### config.mk
export PLATFORM = sky130hd
export DESIGN_NAME = preemptive_priority_task_queue_unit
export DESIGN_NICKNAME = d
export VERILOG_FILES = /design/src/ppq_pkg.sv /design/src/ppq_ram.sv /design/src/preemptive_priority_task_queue_unit.sv
export VERILOG_INCLUDE_DIRS = /design/src /design/src/src
export SDC_FILE = /design/constraint.sdc
export NUM_CORES = 1
export LEC_CHECK = 0
export BUFFER_PORTS_ARGS = -buffer_cell sky130_fd_sc_hd__buf_2
export CAP_MARGIN = 20
export CORE_MARGIN = 5
export CORE_UTILIZATION = 34
export DETAILED_ROUTE_END_ITERATION = 8
export PLACE_DENSITY = 0.63
export SYNTH_ARGS = -nofsm -noshare
export SYNTH_HDL_FRONTEND = slang
export SYNTH_HIERARCHICAL = 1
export SYNTH_SLANG_ARGS = --single-unit
### constraint.sdc
create_clock -name clk -period 4.1 [get_ports clk]
set_clock_uncertainty 0.05 [all_clocks]
set_input_delay 0.41 -clock clk [delete_from_list [all_inputs] [get_ports clk]]
set_output_delay 0.41 -clock clk [all_outputs]
set_load 0.05 [all_outputs]
### src/preemptive_priority_task_queue_unit_defines.svh
// Assertion macros for the preemptive priority task queue unit
`ifndef PREEMPTIVE_PRIORITY_TASK_QUEUE_UNIT_DEFINES_SVH
`define PREEMPTIVE_PRIORITY_TASK_QUEUE_UNIT_DEFINES_SVH
`ifndef ASSERT_OFF
`define PPQ_ASSERT(lbl, prop, msg) \
  lbl: assert property (@(posedge clk) disable iff (rst) prop) else $error(msg);
`define PPQ_ASSERT_ALWAYS(lbl, prop, msg) \
  lbl: assert property (@(posedge clk) prop) else $error(msg);
`else
`define PPQ_ASSERT(lbl, prop, msg)
`define PPQ_ASSERT_ALWAYS(lbl, prop, msg)
`endif
`endif

### src/ppq_pkg.sv
// Package: types, codes and defaults of the preemptive priority task queue unit
`timescale 1ns / 1ps
package ppq_pkg;

  localparam int QUEUE_DEPTH_DEF = 16;
  localparam int NEST_DEPTH_DEF  = 8;
  localparam logic [15:0] IDLE_RESET = 16'd9999;

  localparam logic [1:0] ACT_ADD      = 2'd0;
  localparam logic [1:0] ACT_DISPATCH = 2'd1;
  localparam logic [1:0] ACT_FINISH   = 2'd2;

  localparam logic [2:0] STAT_OK          = 3'd0;
  localparam logic [2:0] STAT_QUEUE_FULL  = 3'd1;
  localparam logic [2:0] STAT_NO_PREEMPT  = 3'd2;
  localparam logic [2:0] STAT_NEST_FULL   = 3'd3;
  localparam logic [2:0] STAT_NOT_RUNNING = 3'd4;

  typedef struct packed {
    logic [7:0]  handle;
    logic [15:0] prio;
  } ppq_entry_t;

  typedef enum logic [2:0] {
    ST_IDLE,
    ST_ADD_RD,
    ST_ADD_CMP,
    ST_ADD_PUT,
    ST_DSP_CHK,
    ST_FIN_SET,
    ST_DONE
  } ppq_state_t;

endpackage

### src/ppq_ram.sv
// Generic single-write, single-read RAM with registered read data
`timescale 1ns / 1ps
module ppq_ram #(
  parameter int WIDTH = 8,
  parameter int DEPTH = 16,
  localparam int AW = (DEPTH > 1) ? $clog2(DEPTH) : 1
) (
  input  logic             clk,
  input  logic             we,
  input  logic [AW-1:0]    waddr,
  input  logic [WIDTH-1:0] wdata,
  input  logic [AW-1:0]    raddr,
  output logic [WIDTH-1:0] rdata
);

  logic [WIDTH-1:0] mem [DEPTH];

  always_ff @(posedge clk) begin
    if (we) begin
      mem[waddr] <= wdata;
    end
    rdata <= mem[raddr];
  end

endmodule

### src/preemptive_priority_task_queue_unit.sv
// Top level: sorted task queue with preemptive dispatch and level nesting stack
//
//  channel  | direction | handshake          | contents
//  s_*      | in        | s_tvalid/s_tready  | tuser: action; tdata: handle, priority
//  m_*      | out       | m_tvalid/m_tready  | tdata: status .. queued count
//  cfg_*    | in        | cfg_wen            | cfg_wdata: idle level
//
// Add walks the queue from the tail through the queue RAM read port, one entry a cycle.
// Dispatch and finish pass through one check or update state before the result state;
// a rejected or unused action goes to it directly. Reset clears counts, pointers and the
// running level (to the idle level reset value); RAM contents are not cleared.
// A stalled result holds in the output register; one more item may be taken meanwhile.
`timescale 1ns / 1ps
`include "preemptive_priority_task_queue_unit_defines.svh"
module preemptive_priority_task_queue_unit
  import ppq_pkg::*;
#(
  parameter int QUEUE_DEPTH = QUEUE_DEPTH_DEF,
  parameter int NEST_DEPTH  = NEST_DEPTH_DEF,
  localparam int CW = $clog2(QUEUE_DEPTH + 1),
  localparam int OUT_W = ((44 + CW + 7) / 8) * 8
) (
  input  logic             clk,
  input  logic             rst,
  input  logic             s_tvalid,
  output logic             s_tready,
  input  logic [23:0]      s_tdata,   // task_handle[7:0], priority_req[23:8]
  input  logic [1:0]       s_tuser,   // action[1:0]
  output logic             m_tvalid,
  input  logic             m_tready,
  output logic [OUT_W-1:0] m_tdata,   // status, started, started_handle,
                                      // started_priority, running_level, queued_count
  input  logic             cfg_wen,
  input  logic [15:0]      cfg_wdata
);

  localparam int PW  = $clog2(QUEUE_DEPTH);
  localparam int SW  = PW + 1;
  localparam int DW  = $clog2(NEST_DEPTH + 1);
  localparam int NIW = (NEST_DEPTH > 1) ? $clog2(NEST_DEPTH) : 1;

  ppq_state_t state, state_next;

  logic [PW-1:0] head, head_next;
  logic [CW-1:0] count, count_next;
  logic [CW-1:0] k, k_next;
  logic [DW-1:0] depth, depth_next;
  logic [15:0]   cur_level, cur_level_next;

  logic [1:0]    act, act_next;
  ppq_entry_t    req, req_next;

  logic [2:0]    res_status, res_status_next;
  logic          res_started, res_started_next;
  ppq_entry_t    res_entry, res_entry_next;

  logic          m_tvalid_next;
  logic          out_load;
  logic [2:0]    o_status;
  logic          o_started;
  ppq_entry_t    o_entry;
  logic [15:0]   o_level;
  logic [CW-1:0] o_count;

  logic             q_we;
  logic [PW-1:0]    q_waddr, q_raddr;
  ppq_entry_t       q_wdata, q_rdata;
  logic             n_we;
  logic [NIW-1:0]   n_waddr, n_raddr;
  logic [15:0]      n_wdata, n_rdata;

  function automatic logic [PW-1:0] phys(input logic [PW-1:0] h, input logic [CW-1:0] l);
    logic [SW-1:0] sum;
    sum = SW'(h) + SW'(l);
    if (sum >= SW'(QUEUE_DEPTH)) begin
      sum = sum - SW'(QUEUE_DEPTH);
    end
    return PW'(sum);
  endfunction

  ppq_ram #(.WIDTH($bits(ppq_entry_t)), .DEPTH(QUEUE_DEPTH)) u_queue_ram (
    .clk   (clk),
    .we    (q_we),
    .waddr (q_waddr),
    .wdata (q_wdata),
    .raddr (q_raddr),
    .rdata (q_rdata)
  );

  ppq_ram #(.WIDTH(16), .DEPTH(NEST_DEPTH)) u_nest_ram (
    .clk   (clk),
    .we    (n_we),
    .waddr (n_waddr),
    .wdata (n_wdata),
    .raddr (n_raddr),
    .rdata (n_rdata)
  );

  assign s_tready = (state == ST_IDLE);
  assign n_raddr  = NIW'(depth - DW'(1));
  assign m_tdata  = OUT_W'({o_count, o_level, o_entry.prio, o_entry.handle, o_started, o_status});

  always_ff @(posedge clk) begin
    if (rst) begin
      state     <= ST_IDLE;
      head      <= '0;
      count     <= '0;
      depth     <= '0;
      cur_level <= IDLE_RESET;
      m_tvalid  <= 1'b0;
    end else begin
      state     <= state_next;
      head      <= head_next;
      count     <= count_next;
      depth     <= depth_next;
      cur_level <= cur_level_next;
      m_tvalid  <= m_tvalid_next;
    end
  end

  always_ff @(posedge clk) begin
    k           <= k_next;
    act         <= act_next;
    req         <= req_next;
    res_status  <= res_status_next;
    res_started <= res_started_next;
    res_entry   <= res_entry_next;
    if (out_load) begin
      o_status  <= res_status;
      o_started <= res_started;
      o_entry   <= res_entry;
      o_level   <= cur_level;
      o_count   <= count;
    end
  end

  always_comb begin
    state_next       = state;
    head_next        = head;
    count_next       = count;
    k_next           = k;
    depth_next       = depth;
    cur_level_next   = cur_level;
    act_next         = act;
    req_next         = req;
    res_status_next  = res_status;
    res_started_next = res_started;
    res_entry_next   = res_entry;
    m_tvalid_next    = m_tvalid && !m_tready;
    out_load         = 1'b0;
    q_we             = 1'b0;
    q_waddr          = phys(head, k);
    q_wdata          = req;
    q_raddr          = head;
    n_we             = 1'b0;
    n_waddr          = NIW'(depth);
    n_wdata          = cur_level;

    case (state)
      ST_IDLE: begin
        if (s_tvalid) begin
          act_next         = s_tuser;
          req_next.handle  = s_tdata[7:0];
          req_next.prio    = s_tdata[23:8];
          res_status_next  = STAT_OK;
          res_started_next = 1'b0;
          res_entry_next   = '0;
          state_next       = ST_DONE;
          case (s_tuser)
            ACT_ADD: begin
              k_next = count;
              if (count == CW'(QUEUE_DEPTH)) begin
                res_status_next = STAT_QUEUE_FULL;
              end else if (count == '0) begin
                state_next = ST_ADD_PUT;
              end else begin
                state_next = ST_ADD_RD;
              end
            end
            ACT_DISPATCH: begin
              if (count == '0) begin
                res_status_next = STAT_NO_PREEMPT;
              end else begin
                state_next = ST_DSP_CHK;
              end
            end
            ACT_FINISH: begin
              if (depth == '0) begin
                res_status_next = STAT_NOT_RUNNING;
              end else begin
                state_next = ST_FIN_SET;
              end
            end
            default: begin
            end
          endcase
        end
      end
      ST_ADD_RD: begin
        q_raddr    = phys(head, k - CW'(1));
        state_next = ST_ADD_CMP;
      end
      ST_ADD_CMP: begin
        q_raddr = phys(head, k - CW'(2));
        if (q_rdata.prio > req.prio) begin
          q_we    = 1'b1;
          q_wdata = q_rdata;
          k_next  = k - CW'(1);
          if (k == CW'(1)) begin
            state_next = ST_ADD_PUT;
          end
        end else begin
          state_next = ST_ADD_PUT;
        end
      end
      ST_ADD_PUT: begin
        q_we       = 1'b1;
        count_next = count + CW'(1);
        state_next = ST_DONE;
      end
      ST_DSP_CHK: begin
        state_next = ST_DONE;
        if (q_rdata.prio >= cur_level) begin
          res_status_next = STAT_NO_PREEMPT;
        end else if (depth == DW'(NEST_DEPTH)) begin
          res_status_next = STAT_NEST_FULL;
        end else begin
          res_started_next = 1'b1;
          res_entry_next   = q_rdata;
          head_next        = phys(head, CW'(1));
          count_next       = count - CW'(1);
          n_we             = 1'b1;
          depth_next       = depth + DW'(1);
          cur_level_next   = q_rdata.prio;
        end
      end
      ST_FIN_SET: begin
        depth_next     = depth - DW'(1);
        cur_level_next = n_rdata;
        state_next     = ST_DONE;
      end
      ST_DONE: begin
        if (!m_tvalid || m_tready) begin
          out_load      = 1'b1;
          m_tvalid_next = 1'b1;
          state_next    = ST_IDLE;
        end
      end
      default: begin
        state_next = ST_IDLE;
      end
    endcase

    if (cfg_wen) begin
      if (depth == '0) begin
        cur_level_next = cfg_wdata;
      end else begin
        n_we    = 1'b1;
        n_waddr = '0;
        n_wdata = cfg_wdata;
      end
    end
  end

  `PPQ_ASSERT(a_count_bound, count <= CW'(QUEUE_DEPTH), "queue count beyond depth")
  `PPQ_ASSERT(a_depth_bound, depth <= DW'(NEST_DEPTH), "nesting depth beyond stack size")
  `PPQ_ASSERT(a_count_step, count != $past(count) |-> (count == $past(count) + CW'(1)) || (count + CW'(1) == $past(count)), "queue count moved by more than one")
  `PPQ_ASSERT(a_started_ok, m_tvalid && o_started |-> o_status == STAT_OK, "started item without ok status")
  `PPQ_ASSERT(a_started_level, m_tvalid && o_started |-> o_level == o_entry.prio, "running level differs from started priority")

endmodule

**After elaboration in Yosys (flattened, before gate mapping)**

Memories as Yosys holds them, arrays and structs flattened. A register that Yosys moved wholly into a read port is not among the register bits.
Cells that the tools add are included.

- ROM bits: 0
- Memories kept: 2
- Output and inout port bits: 58
- RAM bits: 512
- Bits in latches: 0
- Bits in registers: 139
- Bits of input ports: 47

Memories:

| memory | words | width | rd ports | clocked after Yosys merged registers in | write ports | RTL line | RTL |
|---|---|---|---|---|---|---|---|
| u_queue_ram.mem | 16 | 24 | 1 | 1 | 1 | ppq_ram.sv:16 | `logic [WIDTH-1:0] mem [DEPTH];` |
| u_nest_ram.mem | 8 | 16 | 1 | 1 | 1 | ppq_ram.sv:16 |  |

- Equality and inequality tests: 19
- Reduce and logical (&&, ||, !) cells: 21
- $mul: 0
- Bitwise logic cells: 2
- Add/subtract/negate cells: 14
- $lt $le $gt $ge: 6
- Div/mod/pow operators: 0
- Shift operators: 0
- Mux-type cells: 67

Operator list:

| kind | number |
|---|---|
| $mux W24 | 5 |
| $mux W16 | 6 |
| $pmux W24 S2 | 1 |
| $mux W3 | 11 |
| $pmux W16 S2 | 1 |
| $mux W5 | 5 |
| $mux W4 | 6 |
| $ge A5 B5 Y1 const B | 4 |
| $pmux W5 S2 | 2 |
| $sub A4 B1 Y4 const B | 5 |
| $mux W1 | 18 |
| $pmux W3 S3 | 2 |
| $ge A16 B16 Y1 | 1 |
| $gt A16 B16 Y1 | 1 |
| $pmux W4 S2 | 2 |
| $add A4 B5 Y5 | 3 |
| $pmux W3 S5 | 1 |
| $reduce_and A3 Y1 | 5 |
| $ne A2 B2 Y1 const B | 5 |
| $sub A5 B1 Y5 const B | 2 |
| $eq A3 B3 Y1 const B | 3 |
| $mux W2 | 4 |
| $reduce_and A4 Y1 | 2 |
| $reduce_bool A2 Y1 | 4 |
| other kinds (25) | 30 |

**Longest topological paths before layout**

- Word-level depth: 8
- Depth in mapped cells: 15
- Gate-level depth less buffers: 13

**Modules after synthesis**

The synthesis kept the hierarchy.

Modules (own cells, without submodules):

| module | seq. area each (um^2) | times used | area an instance (um^2) | cells an instance |
|---|---|---|---|---|
| ppq_ram (u_queue_ram) | 12011.5 | 1 | 14930.6 | 636 |
| preemptive_priority_task_queue_unit | 3843.7 | 1 | 7282.0 | 629 |
| ppq_ram (u_nest_ram) | 4164.0 | 1 | 5293.8 | 214 |

**Worst setup path before layout**

Ideal clock, no wire load.

- Kind: register to register
- Start: register req[15] (netlist name)
- End: memory u_queue_ram/mem[0][0] (netlist name) (enable)
- Stages on the path, launching flop included: 12
- Library setup time: 0.435 ns
- Path buffers: 1
- Arrival: 3.782 ns
- Path slack: -0.167 ns
- Clock period less this slack: 4.267 ns
- Path through: edfxtp_1 inv_1 ha_1 nand4_1 nor2_1 nand4_1 a21oi_1 o21ai_2 buf_2 nand2_1 or3b_2 nor3_1

- Cells in the longest elaborated chain, start to end: 5

RTL lines:

| item | RTL line | RTL |
|---|---|---|
| from (decl) | preemptive_priority_task_queue_unit.sv:51 | `ppq_entry_t req, req_next;` |
| from (signal assigned) | preemptive_priority_task_queue_unit.sv:124 | `req <= req_next;` |
| $gt A16 B16 Y1 | preemptive_priority_task_queue_unit.sv:205 | `if (q_rdata.prio > req.prio) begin` |
| $mux W1 | preemptive_priority_task_queue_unit.sv:205 |  |
| $pmux W1 S2 | preemptive_priority_task_queue_unit.sv:159 | `case (state)` |
| named net q_we | preemptive_priority_task_queue_unit.sv:65 | `logic q_we;` |
| $mux W1 | ppq_ram.sv:19 | `if (we) begin` |
| $mux W1 (not written as such) | ppq_ram.sv:20 | `mem[waddr] <= wdata;` |
| to (decl) | ppq_ram.sv:16 |  |

The timed path passes the listed nets, and every way through them passes these cells.

**Worst setup path in the final report**

- Start: register head[1]
- End: register u_queue_ram.rdata[5] (read register of u_queue_ram.mem)

- Cells in the longest elaborated chain, start to end: 4
- Elaborated cells between the ends (all ways): 9
- Those cells by class: add/sub: 4; order compare: 2; mux: 3

RTL lines:

| item | RTL line | RTL |
|---|---|---|
| from (decl) | preemptive_priority_task_queue_unit.sv:44 | `logic [PW-1:0] head, head_next;` |
| from (signal assigned) | preemptive_priority_task_queue_unit.sv:113 | `head <= head_next;` |
| $add A4 B5 Y5 | preemptive_priority_task_queue_unit.sv:74 | `sum = SW'(h) + SW'(l);` |
| $sub A4 B1 Y4 or $ge A5 B5 Y1 (tied branches) | preemptive_priority_task_queue_unit.sv:76, preemptive_priority_task_queue_unit.sv:75 |  |
| $mux W4 | preemptive_priority_task_queue_unit.sv:75 | `if (sum >= SW'(QUEUE_DEPTH)) begin` |
| $pmux W4 S2 (*) | preemptive_priority_task_queue_unit.sv:159 |  |
| named net q_raddr[3] | preemptive_priority_task_queue_unit.sv:66 | `logic [PW-1:0] q_waddr, q_raddr;` |
| to (decl) | ppq_ram.sv:13 | `output logic [WIDTH-1:0] rdata` |

The timed path passes the listed nets; every way through them passes the cells marked *.
A chain may end at the register's enable or synchronous reset.

==> report_table.html <==
<table>
<tr><th>Metric</th><th>Value</th></tr>
<tr><th colspan="2">Outcome</th></tr>
<tr><td>Status</td><td>complete, no violations</td></tr>
<tr><th colspan="2">Die</th></tr>
<tr><td>Starting density of the core</td><td>34.2%</td></tr>
<tr><td>Die Y</td><td>294 um</td></tr>
<tr><td>Core ar.</td><td>80400 sq um</td></tr>
<tr><td>Die X-Extent</td><td>294 um</td></tr>
<tr><td>Area of the die</td><td>86700 sq um</td></tr>
<tr><td>I/O pins</td><td>105</td></tr>
<tr><td>Cell Rows</td><td>104</td></tr>
<tr><th colspan="2">Synth</th></tr>
<tr><td>Share of synthesized area occupied by flip-flops and latches</td><td>72.8%</td></tr>
<tr><td>Synthesized netlist cell count</td><td>1479</td></tr>
<tr><td>Proportion of synthesized flip-flops having asynchronous set or reset</td><td>0%</td></tr>
<tr><td>Distinct cell type count of the synthesized netlist</td><td>61</td></tr>
<tr><td>Share of the synthesized area in the top cell type</td><td>67.5%</td></tr>
<tr><td>Most used flip-flop cell after synthesis</td><td>edfxtp_1</td></tr>
<tr><td>Cell accounting for the most synthesized area</td><td>edfxtp_1</td></tr>
<tr><td>Post-Syn Area</td><td>27500 sq um</td></tr>
<tr><td>Total of flip-flops plus latches after synthesis</td><td>691</td></tr>
<tr><td>Synth top area cells</td><td>edfxtp_1 (67%), mux4_2 (8.2%), dfxtp_1 (5.3%)</td></tr>
<tr><td>Total of warnings raised by yosys</td><td>6</td></tr>
<tr><td>Number of enable flip-flop cells after synthesis</td><td>618</td></tr>
<tr><td>Average cell area after synthesis</td><td>18.6 sq um</td></tr>
<tr><th colspan="2">Clocking</th></tr>
<tr><td>Clock tree from TritonCTS</td><td>built</td></tr>
<tr><td>Maximum buffer depth of the clock tree</td><td>3</td></tr>
<tr><td>Root buffer selected by CTS</td><td>clkbuf_16</td></tr>
<tr><td>Clock-pin slew reported for the worst setup and hold paths after clock tree synthesis</td><td>60 ps</td></tr>
<tr><td>Number of gates resized after cts</td><td>0</td></tr>
<tr><td>Hold bufs inserted after CTS</td><td>28</td></tr>
<tr><td>CTS H-Tree Depth</td><td>3</td></tr>
<tr><td>Clock latency reported for the late side of the worst-skew pair</td><td>600 ps</td></tr>
<tr><td>Sink Count</td><td>691</td></tr>
<tr><td>Number of buffers inserted by post-CTS setup repair</td><td>0</td></tr>
<tr><td>Num CTS Buffers</td><td>72</td></tr>
<tr><th colspan="2">Timing</th></tr>
<tr><td>Achievable clock frequency</td><td>281 MHz</td></tr>
<tr><td>Setup violators final</td><td>0</td></tr>
<tr><td>Final worst slack</td><td>543 ps</td></tr>
<tr><td>Slew HR</td><td>20.1%</td></tr>
<tr><td>Number of slew-limit violations in the final report</td><td>0</td></tr>
<tr><td>RSZ-0062 raised after global routing</td><td>false</td></tr>
<tr><td>Fin. Hold Viols</td><td>0</td></tr>
<tr><td>TNS Setup</td><td>0 ps</td></tr>
<tr><td>Final critical delay including setup and external delays</td><td>3560 ps</td></tr>
<tr><td>Transition time at the pin with the least slew margin</td><td>1200 ps</td></tr>
<tr><td>Share of the clock period used by the worst path after layout</td><td>86.7%</td></tr>
<tr><th colspan="2">Routing</th></tr>
<tr><td>Routed WL</td><td>64600 um</td></tr>
<tr><td>Routed wire length per instance</td><td>23.1 um</td></tr>
<tr><td>Violation count after the first detailed-routing iteration</td><td>1273</td></tr>
<tr><td>Routed vias/inst</td><td>5.17</td></tr>
<tr><td>Number of routed nets with antenna violations</td><td>0</td></tr>
<tr><td>DRC</td><td>0</td></tr>
<tr><td>First-pass detailed-route iteration total</td><td>5</td></tr>
<tr><td>Vias after detailed routing</td><td>14476</td></tr>
<tr><th colspan="2">Power</th></tr>
<tr><td>Cell Pwr Density</td><td>662 nW/um^2</td></tr>
<tr><td>Cell leakage power</td><td>11.0 nW</td></tr>
<tr><td>Maximum VDD drop</td><td>0.000326 V</td></tr>
<tr><th colspan="2">Layout</th></tr>
<tr><td>Post-layout util</td><td>40.1%</td></tr>
<tr><td>Synth-to-layout area growth</td><td>17.3%</td></tr>
<tr><td>Fraction of layout instances using a drive strength above 1</td><td>26.8%</td></tr>
<tr><td>Final nets</td><td>1786</td></tr>
<tr><th colspan="2">Global routing</th></tr>
<tr><td>Overflow left after global routing</td><td>0</td></tr>
<tr><td>Overall Global Routing Usage</td><td>14.7%</td></tr>
<tr><td>Maximum number of pins on one net before global-route repair</td><td>60</td></tr>
<tr><td>Number of global-route vias before repair</td><td>14777</td></tr>
<tr><td>Global-route wire length before repair</td><td>96000 um</td></tr>
<tr><td>Antenna violations before repair</td><td>4</td></tr>
<tr><th colspan="2">Critical path</th></tr>
<tr><td>Setup crit start kind</td><td>register</td></tr>
<tr><td>Total buffers and inverters traversed by the critical path</td><td>3</td></tr>
<tr><td>CP cell instances</td><td>inv_1 -&gt; ha_1 -&gt; inv_1 -&gt; ha_1 -&gt; fa_1 -&gt; xnor2_1 -&gt; a21oi_1 -&gt; a31oi_1 -&gt; o22ai_1 -&gt; a31oi_1 -&gt; nor2b_2 -&gt; buf_4 -&gt; a22oi_1 -&gt; nand2_1</td></tr>
<tr><td>Delay of the slowest critical-path stage</td><td>510 ps</td></tr>
<tr><td>Data required time of the critical path</td><td>4520 ps</td></tr>
<tr><td>Type of element capturing the critical path</td><td>register</td></tr>
<tr><td>Max FO, Critical Path</td><td>24</td></tr>
<tr><td>Path type of the worst setup path</td><td>register to register</td></tr>
<tr><td>Largest delay contributor family on the critical path</td><td>adder cells</td></tr>
<tr><td>Signal arrival time at the worst endpoint</td><td>3980 ps</td></tr>
<tr><td>Cell with the largest stage delay on the worst path</td><td>dfxtp_1</td></tr>
<tr><th colspan="2">Place</th></tr>
<tr><td>Setup slack at placement</td><td>531 ps</td></tr>
<tr><td>Post-DP HPWL</td><td>40900 um</td></tr>
<tr><td>Global placer's final weighted congestion</td><td>0.860</td></tr>
<tr><td>Number of input and output port buffers inserted</td><td>97</td></tr>
<tr><th colspan="2">Min path</th></tr>
<tr><td>Worst min path class</td><td>input port to register</td></tr>
<tr><th colspan="2">Run</th></tr>
<tr><td>Number of maximum-capacitance violations</td><td>0</td></tr>
</table>
==> cell type report <==
type,instances,area [sq um]
diodes,1,2.50
clock inverters,33,322
inverters,56,210
flip-flops and latches,691,20000
well taps,1060,1330
clock buffers,99,1950
repair buffers,198,1410
fillers,7194,48200
multi-input cells,663,7020
==> worst paths after layout <==
check | to | slack [ps] | cells past startpoint | from
hold / removal | req[1]$_DFFE_PP_ | 40 | 1 | s_tdata[9]
hold reg to reg | m_tdata[20]$_DFFE_PP_ | 370 | 0 | res_entry[8]$_SDFFCE_PN0P_
setup / recovery | u_queue_ram/rdata[5]$_DFF_P_ | 540 | 14 | head[1]$_SDFFE_PP0P_
setup reg to reg | u_queue_ram/rdata[5]$_DFF_P_ | 540 | 14 | head[1]$_SDFFE_PP0P_
==> logic make-up (layout without fill, tap and decap cells) <==
family,Yosys count,after routing,synth area share [%]
AOI/OAI and AO/OA,164,164,4.36
xor gates and xnor gates,23,23,0.732
adders and majority gates,57,57,2.70
buffers and inverters,131,386,2.22
DFF,691,691,72.8
muxes,187,187,13.3
other,1,8,0.0136
and+or+nand+nor,225,225,3.92
==> cell usage in the layout (no fill, tap or decap), drive strengths merged, types with 4 or more instances in the layout <==
cell type and n:
edfxtp 618, buf 169, mux4 128, clkbuf 99, dfxtp 73, nor2 72, inv 60, nand2 57
mux2 57, ha 53, a22oi 49, a21oi 35, dlygate4sd3 29, and2 28, clkinv 24, a221oi 17
xnor2 16, nor3 14, a211oi 12, o21ai 12, nand2b 11, nand4 9, a221o 9, nand3 9
nor2b 8, conb 7, xor2 7, a21o 6, a31oi 5, o22ai 5, fa 4
==> power by group <==
group	total, mW	switching [mW]	leakage [nW]	internal (mW)
sequential	9.23	0.339	6.20	8.89
clock	6.22	2.64	1.11	3.58
combinational	5.90	3.53	3.70	2.37
==> stage by stage <==
stage	std cells	total power, mW	cell area [sq um]	hold slack (ps)
2_1_floorplan	1485	13.3	27500	350
3_3_place_gp	2637	15.1	29700	355
3_5_place_dp	2638	15.3	29700	355
4_1_cts	2798	21.6	32200	1.66
5_1_grt	2800	22.4	32300	45.1
6_report	2801	21.4	32300	42.2
==> worst reg2reg max path, stage by stage (launching register included) <==
cell,delay (ps)
dfxtp_1,510
inv_1,180
ha_1,340
inv_1,50
ha_1,220
fa_1,450
xnor2_1,200
a21oi_1,90
a31oi_1,150
o22ai_1,110
a31oi_1,350
nor2b_2,70
buf_4,270
a22oi_1,290
nand2_1,80
==> layer usage <==
layer	routed length (um)	up-vias	global-route usage, %
met5	0	-	0
met4	927	0	3.26
met3	5740	72	3.64
met2	30300	562	23.2
met1	27600	7519	21.0
li1	-	6323	-
==> flip-flops by register name (all words and copies together) (netlist names), 3 cells and up <==
register,count
o_count,5
head,4
state,3
depth,4
o_status,3
count,5
cur_level,16
o_level,16
res_status,3
u_queue_ram/rdata,24
k,5
m_tdata,24
u_nest_ram/rdata,16
u_queue_ram/mem,384
res_entry,24
u_nest_ram/mem,128
req,24
==> Yosys cell counts, types with 9 or more instances <==
| library cell | instances |
|---|---|
| a22oi_1 | 49 |
| xnor2_1 | 16 |
| nand3_1 | 9 |
| mux4_2 | 100 |
| nand4_1 | 9 |
| o21ai_0 | 11 |
| nand2b_1 | 11 |
| buf_6 | 9 |
| buf_2 | 14 |
| nand2_1 | 57 |
| edfxtp_1 | 618 |
| buf_4 | 9 |
| a221o_1 | 9 |
| a21oi_1 | 35 |
| a221oi_1 | 17 |
| and2_1 | 27 |
| nor2_1 | 72 |
| nor3_1 | 13 |
| clkbuf_1 | 36 |
| inv_1 | 54 |
| a211oi_1 | 12 |
| mux4_1 | 28 |
| mux2_2 | 57 |
| dfxtp_1 | 73 |
| ha_1 | 53 |
No activity file was read; power rests on OpenSTA's default activity.
